--- src/design/gas_pkg.sv ---
package gas_pkg;

   // input word
   typedef struct packed {
      logic [1:0]  opcode;
      logic [5:0]  cell_x;
      logic [5:0]  cell_y;
      logic        blocked;
      logic [11:0] path_index;
   } req_word_type;

   // result word
   typedef struct packed {
      logic        found;
      logic [12:0] path_length;
      logic [5:0]  path_x;
      logic [5:0]  path_y;
   } rsp_word_type;

   localparam logic [1:0] OP_WRITE  = 2'd0;
   localparam logic [1:0] OP_SEARCH = 2'd1;
   localparam logic [1:0] OP_READ   = 2'd2;

   localparam logic [2:0] CSR_WIDTH_USED  = 3'd0;
   localparam logic [2:0] CSR_HEIGHT_USED = 3'd1;
   localparam logic [2:0] CSR_START_X     = 3'd2;
   localparam logic [2:0] CSR_START_Y     = 3'd3;
   localparam logic [2:0] CSR_GOAL_X      = 3'd4;
   localparam logic [2:0] CSR_GOAL_Y      = 3'd5;

   localparam logic [16:0] STEP_STRAIGHT = 17'd10;
   localparam logic [16:0] STEP_DIAG     = 17'd14;
   localparam logic [15:0] G_MAX         = 16'hFFFF;
   localparam logic [23:0] F_MAX         = 24'hFFFFFF;
   localparam int          F_BITS        = 24;

endpackage

--- src/design/gas_ram.sv ---
module gas_ram import gas_pkg::*; #(
   parameter int DATA_W = 8,
   parameter int ADDR_W = 4
) (
   input  logic              clock,
   input  logic              wr_en,
   input  logic [ADDR_W-1:0] wr_addr,
   input  logic [DATA_W-1:0] wr_data,
   input  logic [ADDR_W-1:0] rd_addr,
   output logic [DATA_W-1:0] rd_data
);

   logic [DATA_W-1:0] mem [(1 << ADDR_W)];

   always_ff @(posedge clock) begin
      if (wr_en) begin
         mem[wr_addr] <= wr_data;
      end
      rd_data <= mem[rd_addr];
   end

endmodule

--- config.mk ---
export PLATFORM = sky130hd
export DESIGN_NAME = gas_ram
export DESIGN_NICKNAME = d
export VERILOG_FILES = /design/src/design/gas_pkg.sv /design/src/design/gas_ram.sv
export SDC_FILE = /design/constraint.sdc
export NUM_CORES = 1
export LEC_CHECK = 0
export ABC_AREA = 1
export BUFFER_PORTS_ARGS = -buffer_cell sky130_fd_sc_hd__clkbuf_2
export CORE_ASPECT_RATIO = 0.8
export CORE_MARGIN = 4
export CORE_UTILIZATION = 49
export DETAILED_ROUTE_END_ITERATION = 16
export HOLD_SLACK_MARGIN = 0.08
export PLACE_DENSITY = 0.65
export SETUP_SLACK_MARGIN = 0.02
export SLEW_MARGIN = 20
export SYNTH_ARGS = -nofsm -noshare
export SYNTH_HDL_FRONTEND = slang
export SYNTH_SLANG_ARGS = --single-unit
--- constraint.sdc ---
create_clock -name clock -period 1.2 [get_ports clock]
set_input_delay 0.18 -clock clock [delete_from_list [all_inputs] [get_ports clock]]
set_output_delay 0.18 -clock clock [all_outputs]
set_load 0.005 [all_outputs]
### After elaboration in Yosys (flattened, before gate mapping)

Memory sizes are Yosys's and may differ from the RTL's. A register that Yosys moved wholly into a read port is not among the register bits.
Cells that the tools add are included.

* eq/ne operators: 0
* $mul: 0
* $add $sub $neg: 0
* bitwise logic cells: 0
* divide/modulo/power cells: 0
* order comparisons: 0
* muxes and demuxes: 2
* reductions and logical operators: 0
* shift operators: 0

Operators by type and width (count)
* two-way mux 1 bit: 2

* memories: 1
* register bits: 0
* ROM bits: 0
* input bits: 18
* memory bits (writable): 128
* latch bits: 0

Memory list
* mem: depth 16, width 8, rd ports 1, clocked after Yosys merged registers in 1, wr ports 1, RTL line gas_ram.sv:13 `logic [DATA_W-1:0] mem [(1 << ADDR_W)];`

### Longest topological paths before layout

* depth in word-level cells: 2
* mapped depth: 8
* mapped depth without buffers: 7

### Worst setup path before layout

Ideal clock, no wire load.

* path kind: input port to flip-flop
* start point: in wr_addr[3]
* end point: mem mem[4][0], enable pin
* stages: 2
* arrival: 0.761 ns
* slack: 0.069 ns
* setup time: 0.370 ns
* data required time: 0.830 ns
* cell sequence: nand3b_1 -> nor2_1

RTL lines
* start, declared: RTL line gas_ram.sv:7 `input logic [ADDR_W-1:0] wr_addr,`
* end, declared: RTL line gas_ram.sv:13

No word-level cell before the write port.

### Worst setup path after layout

* start point: reg rd_data[0] (read register of mem)
* end point: out rd_data[0]

RTL lines
* start, declared: RTL line gas_ram.sv:10 `output logic [DATA_W-1:0] rd_data`

No word-level cell between the ends.

==> impl_metrics.env <==
export IMPL_hold_viol=0
export IMPL_wl_per_cell_um=17.98
export IMPL_regToRegEndpoint="rd_data[5]"
export IMPL_antenna_found_initial=0
export IMPL_area_growth_pct=17.18
export IMPL_hold_path_class="primary input to register"
export IMPL_rsz0062_at_grt="no"
export IMPL_cp_slowest_stage_delay_ns=0.39
export IMPL_drc=0
export IMPL_place_congestion=0.8009
export IMPL_cp_required_ns=1.02
export IMPL_yosysTopAreaCell="edfxtp_1"
export IMPL_postCtsResizedCells=0
export IMPL_switching_share=0.2093
export IMPL_fin_hold_ws_ns=0.2127
export IMPL_grt_max_degree=38
export IMPL_grt_util_all_layers=0.2149
export IMPL_reg2reg_from="mem[3][5]"
export IMPL_layout_commonest_cell="nand2_1"
export IMPL_layout_common_cells="nand2_1 (173), edfxtp_1 (128), inv_1 (100)"
export IMPL_start_util=0.5007
export IMPL_root_buffer="clkbuf_16"
export IMPL_die_w_um=129.3
export IMPL_pwr_share_seq=0.493
export IMPL_num_io_pins=26
export IMPL_synth_cell_type_count=12
export IMPL_drt_total_wl_um=13690
export IMPL_synth_nets=569
export IMPL_p_clk_frac=0.442
export IMPL_final_util=0.5867
export IMPL_yosys_warnings=0
export IMPL_whs_endpoint="rd_data[7]"
export IMPL_grt_remaining_overflow=0
export IMPL_core_region_area_mm2=0.01152
export IMPL_end_kind="primary output"
export IMPL_timing_slew_headroom=0.6955
export IMPL_min_period_ns=1.122
export IMPL_worstPathArrival_ns=0.94
export IMPL_r2r_slack_ns=0.17
export IMPL_reg2regPathDepth=6
export IMPL_ys_ff_latch=136
export IMPL_critical_path_max_fanout=1
export IMPL_cts_setup_buffers=0
export IMPL_p_leak_uw=0.002971
export IMPL_setup_viol=0
export IMPL_max_cap_violations=0
export IMPL_status="finished clean"
export IMPL_crit_slowest_cell="dfxtp_1"
export IMPL_cp_startpoint="rd_data[0]"
export IMPL_cts_tree="built"
export IMPL_ir_worst_vdd_v=0.0009437
export IMPL_dp_hpwl_um=8707
export IMPL_numPortBuffers=25
export IMPL_htreeDepth=4
export IMPL_netlist_instances=551
export IMPL_grt_pass1_wl_um=21270
export IMPL_fp_dieH_um=105.0
export IMPL_path_clk_slew_ns=0.05
export IMPL_yosysSeqAreaShare=0.6943
export IMPL_finalNetCount=619
export IMPL_diodes=0
export IMPL_fin_crit_sh=0.9351
export IMPL_crit_path_cell_trace="clkbuf_2"
export IMPL_hold_buffers=0
export IMPL_clock_sinks=136
export IMPL_worst_pin_slew_ns=0.4567
export IMPL_critPathTopFamily="flip-flops"
export IMPL_synthTopCellsByArea="edfxtp_1 (67%), nand2_1 (11%), nand3_1 (8.4%)"
export IMPL_path_buf_inv=1
export IMPL_min_path_cells=4
export IMPL_ant_nets=0
export IMPL_finalMaxSlewViolations=0
export IMPL_clock_latency_ns=0.41
export IMPL_layout_drive_gt1_share=0.1321
export IMPL_p_switching_uw=2273
export IMPL_cts_buffers=17
export IMPL_rows=35
export IMPL_synth_area_mm2=0.005767
export IMPL_dieArea_mm2=0.01358
export IMPL_vias=3999
export IMPL_hold_start="rd_addr[3]"
export IMPL_setup_tns_ns=0
export IMPL_viasPerCell=5.255
export IMPL_first_global_vias=3739
export IMPL_clk_path_buf_depth=2
export IMPL_power_density_mw_per_mm2=1607
export IMPL_clock_fmax_mhz=891.2
export IMPL_p_comb_frac=0.065
export IMPL_drt_iter0_drc=566
export IMPL_cp_start_kind="register"
export IMPL_syn_avg_cell_area_um2=10.47
export IMPL_criticalPathCategory="register to primary output"
export IMPL_fin_skew_ns=0.005635
export IMPL_synth_top_cell_area_share=0.6665
export IMPL_p_int_uw=8586
export IMPL_drtPass1Iterations=5
[how the worst max path moves through the flow]
stage	end	slack [ns]	cells past startpoint
finish	rd_data[0]	0.08	1
global route	rd_data[0]	0.06	1
CTS	rd_data[0]	0.08	1
detailed placement	rd_data[6]	-0.06	8
global placement	rd_data[5]	-0.06	8
floorplan	mem[4][0]	0.07	2
[state kept, by name (all words and copies together) (netlist names)]
signal,cells
mem,128
rd_data,8
[worst register-to-register path, delay by kind of cell, from the launching register on]
kind / cells / cell delay [ns]
and+or+nand+nor: 6 / 0.56
DFF: 1 / 0.36
[synth_stat cells, drive strengths merged]
cell type  instances
nand2            173
nor2              17
buf               24
nand3b             2
nand3             97
inv              102
dfxtp              8
edfxtp           128
[cell families (layout without fill, tap and decap cells)]
logic type / after synthesis / in the layout / synth area share
flops: 136 / 136 / 0.6943
simple gates: 289 / 289 / 0.2105
buf+inv: 126 / 188 / 0.09525
[area by class of cell]
| cell class | instances | area, um^2 |
|---|---|---|
| well taps | 148 | 185.2 |
| inverters | 102 | 382.9 |
| repair buffers | 55 | 425.4 |
| multi-input cells | 289 | 1214 |
| clock buffers | 27 | 503.0 |
| fillers | 947 | 4760 |
| clock inverters | 4 | 43.79 |
| flip-flops and latches | 136 | 4004 |
[per-layer routing]
metal  GRT usage  up-vias  share of wire
met1      0.3185     1907           0.44
met3     0.05979       17           0.10
met5           0        -              0
met4     0.07196        0          0.012
li1            -     1874              -
met2      0.3051      201           0.44
[power groups by stage]
stage / Clock, uW / Sequential (uW) / Combinational, uW
after floorplan: 0 / 5440 / 375
after global placement: 0 / 5440 / 687
after detailed placement: 0 / 5440 / 698
after CTS: 4870 / 5350 / 706
after global routing: 5060 / 5360 / 780
final: 4800 / 5350 / 707
[stage by stage]
| step | setup slack [ns] | instances | power (uW) | cell area, um^2 |
|---|---|---|---|---|
| finish | 0.07792 | 761 | 10860 | 6758 |
| CTS | 0.07635 | 761 | 10930 | 6758 |
| floorplan | 0.06916 | 551 | 5812 | 5767 |
| global route | 0.05635 | 761 | 11190 | 6758 |
| detailed placement | -0.05566 | 730 | 6143 | 6211 |
| global placement | -0.05642 | 730 | 6127 | 6211 |
(Power assumes the default switching activity.)
