[config.mk]
export PLATFORM = sky130hd
export DESIGN_NAME = gas_isqrt
export DESIGN_NICKNAME = d
export VERILOG_FILES = /design/src/design/gas_pkg.sv /design/src/design/gas_isqrt.sv
export SDC_FILE = /design/constraint.sdc
export NUM_CORES = 1
export LEC_CHECK = 0
export BUFFER_PORTS_ARGS = -buffer_cell sky130_fd_sc_hd__buf_2
export CORE_MARGIN = 2
export CORE_UTILIZATION = 40
export DETAILED_ROUTE_END_ITERATION = 7
export PLACE_DENSITY = 0.58
export SYNTH_ARGS = -nofsm -noshare
export SYNTH_HDL_FRONTEND = slang
export SYNTH_SLANG_ARGS = --single-unit
[constraint.sdc]
create_clock -name clock -period 2.75 [get_ports clock]
set_clock_uncertainty 0.2 [all_clocks]
set_input_delay 0.55 -clock clock [delete_from_list [all_inputs] [get_ports clock]]
set_output_delay 0.55 -clock clock [all_outputs]
set_load 0.03 [all_outputs]
[src/design/gas_pkg.sv]
package gas_pkg;

   // input word
   typedef struct packed {
      logic [1:0]  opcode;
      logic [5:0]  cell_x;
      logic [5:0]  cell_y;
      logic        blocked;
      logic [11:0] path_index;
   } req_word_type;

   // result word
   typedef struct packed {
      logic        found;
      logic [12:0] path_length;
      logic [5:0]  path_x;
      logic [5:0]  path_y;
   } rsp_word_type;

   localparam logic [1:0] OP_WRITE  = 2'd0;
   localparam logic [1:0] OP_SEARCH = 2'd1;
   localparam logic [1:0] OP_READ   = 2'd2;

   localparam logic [2:0] CSR_WIDTH_USED  = 3'd0;
   localparam logic [2:0] CSR_HEIGHT_USED = 3'd1;
   localparam logic [2:0] CSR_START_X     = 3'd2;
   localparam logic [2:0] CSR_START_Y     = 3'd3;
   localparam logic [2:0] CSR_GOAL_X      = 3'd4;
   localparam logic [2:0] CSR_GOAL_Y      = 3'd5;

   localparam logic [16:0] STEP_STRAIGHT = 17'd10;
   localparam logic [16:0] STEP_DIAG     = 17'd14;
   localparam logic [15:0] G_MAX         = 16'hFFFF;
   localparam logic [23:0] F_MAX         = 24'hFFFFFF;
   localparam int          F_BITS        = 24;

endpackage

[src/design/gas_isqrt.sv]
module gas_isqrt import gas_pkg::*; #(
   parameter int RAD_W = 34
) (
   input  logic                 clock,
   input  logic                 reset,
   input  logic                 start,
   input  logic [RAD_W-1:0]     radicand,
   output logic                 done,
   output logic [RAD_W/2-1:0]   root
);

   localparam int QW   = RAD_W / 2;
   localparam int REMW = QW + 2;
   localparam int CNTW = $clog2(QW + 1);

   logic [RAD_W-1:0] rad_ff, rad_in;
   logic [REMW-1:0]  rem_ff, rem_in;
   logic [QW-1:0]    root_ff, root_in;
   logic [CNTW-1:0]  cnt_ff, cnt_in;
   logic             busy_ff, busy_in;
   logic             done_ff, done_in;

   logic [REMW+1:0]  rem_t;
   logic [REMW+1:0]  trial;
   logic             ge;

   // one root bit per cycle, restoring
   assign rem_t = {rem_ff, rad_ff[RAD_W-1 -: 2]};
   assign trial = {2'b00, root_ff, 2'b01};
   assign ge    = rem_t >= trial;

   always_comb begin
      rad_in  = rad_ff;
      rem_in  = rem_ff;
      root_in = root_ff;
      cnt_in  = cnt_ff;
      busy_in = busy_ff;
      done_in = 1'b0;
      if (start) begin
         rad_in  = radicand;
         rem_in  = '0;
         root_in = '0;
         cnt_in  = CNTW'(QW);
         busy_in = 1'b1;
      end else if (busy_ff) begin
         rem_in  = ge ? REMW'(rem_t - trial) : REMW'(rem_t);
         root_in = {root_ff[QW-2:0], ge};
         rad_in  = rad_ff << 2;
         cnt_in  = cnt_ff - CNTW'(1);
         if (cnt_ff == CNTW'(1)) begin
            busy_in = 1'b0;
            done_in = 1'b1;
         end
      end
   end

   always_ff @(posedge clock) begin
      if (reset) begin
         busy_ff <= 1'b0;
         done_ff <= 1'b0;
      end else begin
         busy_ff <= busy_in;
         done_ff <= done_in;
      end
      rad_ff  <= rad_in;
      rem_ff  <= rem_in;
      root_ff <= root_in;
      cnt_ff  <= cnt_in;
   end

   assign done = done_ff;
   assign root = root_ff;

endmodule

# Word level (Yosys, flattened, before mapping)
# Cells that the tools add are included.
# totals
output_inout_bits	18
input_bits	37
regBits	77
# op_classes
reduce_logical	2
eq_ne	1
add_sub_neg	2
order_cmp	1
n_bitwise	1
mux	7
# ops
cell	n
34-bit 2-to-1 mux	2
21-bit by 19-bit >= comparator with 1-bit output	1
19-bit 2-to-1 mux	1
19-bit subtractor	1
5-bit by 1-bit equality test with 1-bit output, second input constant	1
5-bit by 1-bit subtractor with 5-bit output, second input constant	1
1-bit 2-to-1 mux	4
3-bit OR reduction	1
2-bit nonzero test	1
1-bit inverter	1

# Logic depth before layout (Yosys ltp)
# logic_depth
ltp_word	4
ltp_mapped	10
depth_no_buf	9

# Worst setup path after synthesis
# OpenSTA, ideal clock, no wires.
# synth_timing
path_kind	register to register
startpoint	reg root_ff[12] (netlist: root[12])
endpoint	reg rem_ff[10]
setup_ns	0.139
stages_incl_launch_ff	11
synth_period_minus_slack_ns	2.790
arrival_ns	2.452
t_required_ns	2.411
setup_slack_ns	-0.040
path_cell_list	dfxtp_1 inv_1 ha_1 a21oi_2 o21ai_1 a311o_1 a21o_1 a31oi_4 buf_6 mux2i_1 a211oi_2
# synth_via
elab_chain_len	2
# synth_lines
item	line	text
start: declaration	gas_isqrt.sv:18	logic [QW-1:0] root_ff, root_in;
start signal: assignment	gas_isqrt.sv:67	root_ff <= root_in;
21-bit by 19-bit >= comparator with 1-bit output	gas_isqrt.sv:30	assign ge = rem_t >= trial;
19-bit 2-to-1 mux	gas_isqrt.sv:46	rem_in = ge ? REMW'(rem_t - trial) : REMW'(rem_t);
end signal: assignment	gas_isqrt.sv:66	rem_ff <= rem_in;
end: declaration	gas_isqrt.sv:17	logic [REMW-1:0] rem_ff, rem_in;
# Every way passes these cells.
# A chain may end at the register's enable or synchronous reset.

# Worst setup path after layout
# layout_timing
startpoint	reg root_ff[1] (netlist: root[1])
endpoint	reg rem_ff[6]
# layout_via
elab_chain_len	2
elab_cells_between_ends	3
classes_between	add/sub (1); order compare (1); mux (1)
# layout_lines
item	line
19-bit subtractor or 21-bit by 19-bit >= comparator with 1-bit output (tied branches)	gas_isqrt.sv:46, gas_isqrt.sv:30
19-bit 2-to-1 mux (*)	gas_isqrt.sv:46
# Every way passes the cells marked *; elsewhere a longest branch is shown, timed or not.

==> impl_metrics.yaml <==
critical_path:
  path_class: "reg2reg"
  worstPathCellList: "inv_1 > ha_1 > nand2_1 > o31ai_4 > o2111ai_2 > o221ai_2 > a31oi_4 > buf_4 > mux2i_1 > a211oi_1"
  rrSetupSlack_ns: 0.16
  critPathArrivalTime_ns: 2.65
  crit_slowest_cell: "dfxtp_1"
  critPathMaxFanout: 4
  crit_required_ns: 2.81
  cpPeakStageDelay_ns: 0.33
  cpLargestDelayFamily: "compound AO/OA/AOI/OAI gates"
  path_buf_inv: 2
  crit_path_start_kind: "flip-flop"
  end_kind: "flip-flop"
timing:
  setup_slack_ns: 0.158
  finalCriticalPeriod_ns: 2.59
  setup-tns-final_ns: 0
  finalHoldViolCount: 0
  worst_pin_slew_ns: 0.574
  holdWs_ns: 0.161
  rsz0062_at_grt: "yes"
  finalCritPeriodShare_pct: 94.2
  fmax_mhz: 386
  setup_viol: 0
  max-slew-margin-rel_pct: 61.7
  drv_slew: 0
floorplanning:
  num_rows: 36
  coreArea_sq_um: 9820
  die_y_microns: 105
  die_width_microns: 105
  io_pins: 55
  initial_core_util_pct: 41.5
  dieArea_sq_um: 11000
yosys:
  synth_fp_nets: 442
  synth_xor_area_share_pct: 4.51
  synth_seq_cells: 77
  synthCells: 384
  synth_warnings: 0
  synth_flop_cell: "dfxtp_1"
  synth_area_per_cell_sq_um: 10.6
  ys_seq_area_share_pct: 46.2
  synth_edf_count: 34
  synth_top_family_by_area: "multiplexers"
  synth_area_sq_um: 4080
  ys_types: 47
  postSynth.asyncResetShare_pct: 0
  synth-simple-area-share_pct: 10.5
  synth_compound_area_share_pct: 13.2
  synthAdderAreaFrac_pct: 6.45
  synth.area.mux_share_pct: 15.2
grt:
  overflow: 0
  grt_antenna_before_repair: 0
  grt_pass1_vias: 3243
  track_usage_pct: 17.8
  grt_start_max_net_pins: 36
  grt_pass1_wl_microns: 15600
cells_and_area:
  final_nets: 554
  mostFrequentLayoutCells: "buf_4, buf_2, dfxtp_1"
  final_common_cell: "buf_4"
  drive_gt1_share_pct: 35.5
  area_growth_pct: 26.7
  n_antenna_cell: 0
  fillers: 968
clock_tree:
  cts-htree-levels: 3
  clk_latency_ns: 0.35
  cts_buffers: 9
  cts.sinks: 77
  clk_path_buf_depth: 2
  cts.clk_slew.worst_paths_ns: 0.08
  cts_tree: "built"
  holdBufCountCts: 0
  clock-root-buffer: "clkbuf_8"
status:
  status: "completed"
detailed_routing:
  antenna_left: 0
  drc: 0
  avgViaCountPerCell: 5.03
  drt_iter0_markers: 174
  wl_per_cell_microns: 14.7
  drt-total-wl_microns: 9350
  dr.pass1.iters: 4
  vias: 3191
pwr:
  power_density_nw_per_um2: 1200
  p_total_w: 0.00619
  ir_worst_vdd_mv: 0.495
  p_leak_nw: 2.18
place:
  place_hpwl_microns: 6700
  place_ws_ns: -0.223
  io_buffer_count: 54
  gp_congestion: 0.823
hold_path:
  hold_class: "in2reg"
job:
  cap_violations: 0
where the power goes:
| group | internal [W] | switching, W |
|---|---|---|
| sequential | 0.00139 | 0.000122 |
| combinational | 0.00179 | 0.00193 |
| clock | 0.000515 | 0.000437 |
| total | 0.00370 | 0.00249 |
routing by layer:
metal / routed length [microns] / global-route usage [%] / part of all wire (%) / vias to the layer above
met5: 0 / 0 / 0 / -
met4: 145 / 5.81 / 1.6 / 0
met3: 415 / 3.74 / 4.4 / 13
met2: 4370 / 28.2 / 47 / 70
met1: 4420 / 24.3 / 47 / 1498
li1: - / - / - / 1610
stage by stage:
| step | util, % | cells | instance area [sq um] |
|---|---|---|---|
| after detailed placement | 49.8 | 613 | 4890 |
| final | 52.6 | 634 | 5160 |
| after global placement | 49.8 | 613 | 4890 |
| after global routing | 52.6 | 634 | 5160 |
| after CTS | 52.3 | 633 | 5140 |
| after floorplan | - | 384 | 4080 |
cell families after synthesis:
kind of cell / after synthesis
simple gates: 91
flops: 77
compound gates: 76
mux: 58
buf+inv: 40
xor+xnor: 21
fa+ha+maj: 21
synthesized netlist by cell type (all sizes together) (2+ instances only):
cell type	instances	area, sq um
xnor2	13	114
mux2	32	360
edfxtp	34	1020
nor3	4	25.0
nand4b	2	17.5
a211oi	8	65.1
a21o	4	30.0
nand3	5	25.0
mux2i	26	260
ha	21	263
and2	2	12.5
nor2	34	128
dfxtp	43	861
a21oi	17	92.6
inv	24	90.1
nand2b	8	50.1
buf	7	35.0
o211ai	3	22.5
o31ai	4	43.8
nor2b	3	18.8
and3	2	12.5
o21ai	22	110
o311ai	2	17.5
nand2	25	93.8
a32oi	7	61.3
xor2	8	70.1
a31oi	4	40.0
clkbuf	9	33.8
what timing repair did:
item,4_1_cts,5_1_grt
endpoints found under the setup margin,20,16
pin swaps,1,1
buffers inserted,3,1
cloned,1,0
resized for setup,0,3
final timing paths:
path / from / endpoint / cells past startpoint
setup / recovery: root[1] / rem_ff[6] / 10
hold / removal: reset / busy_ff / 2
setup reg to reg: root[1] / rem_ff[6] / 10
hold reg to reg: root[16] / root[16] / 2
registers in the layout (all words and copies together) (netlist names):
name and cells:
root 17, done 1, rem_ff 19, rad_ff 34, busy_ff 1, cnt_ff 5
final cells by class:
cell class,instances,area (sq um),share of cell area [%]
inverters,24,90.1,1.74
flip-flops and latches,77,1890,36.6
repair buffers,116,736,14.2
clock inverters,5,83.8,1.62
well taps,133,166,3.22
multi-input cells,268,2070,40.1
clock buffers,11,131,2.54
Power figures use the tool's default switching activity.
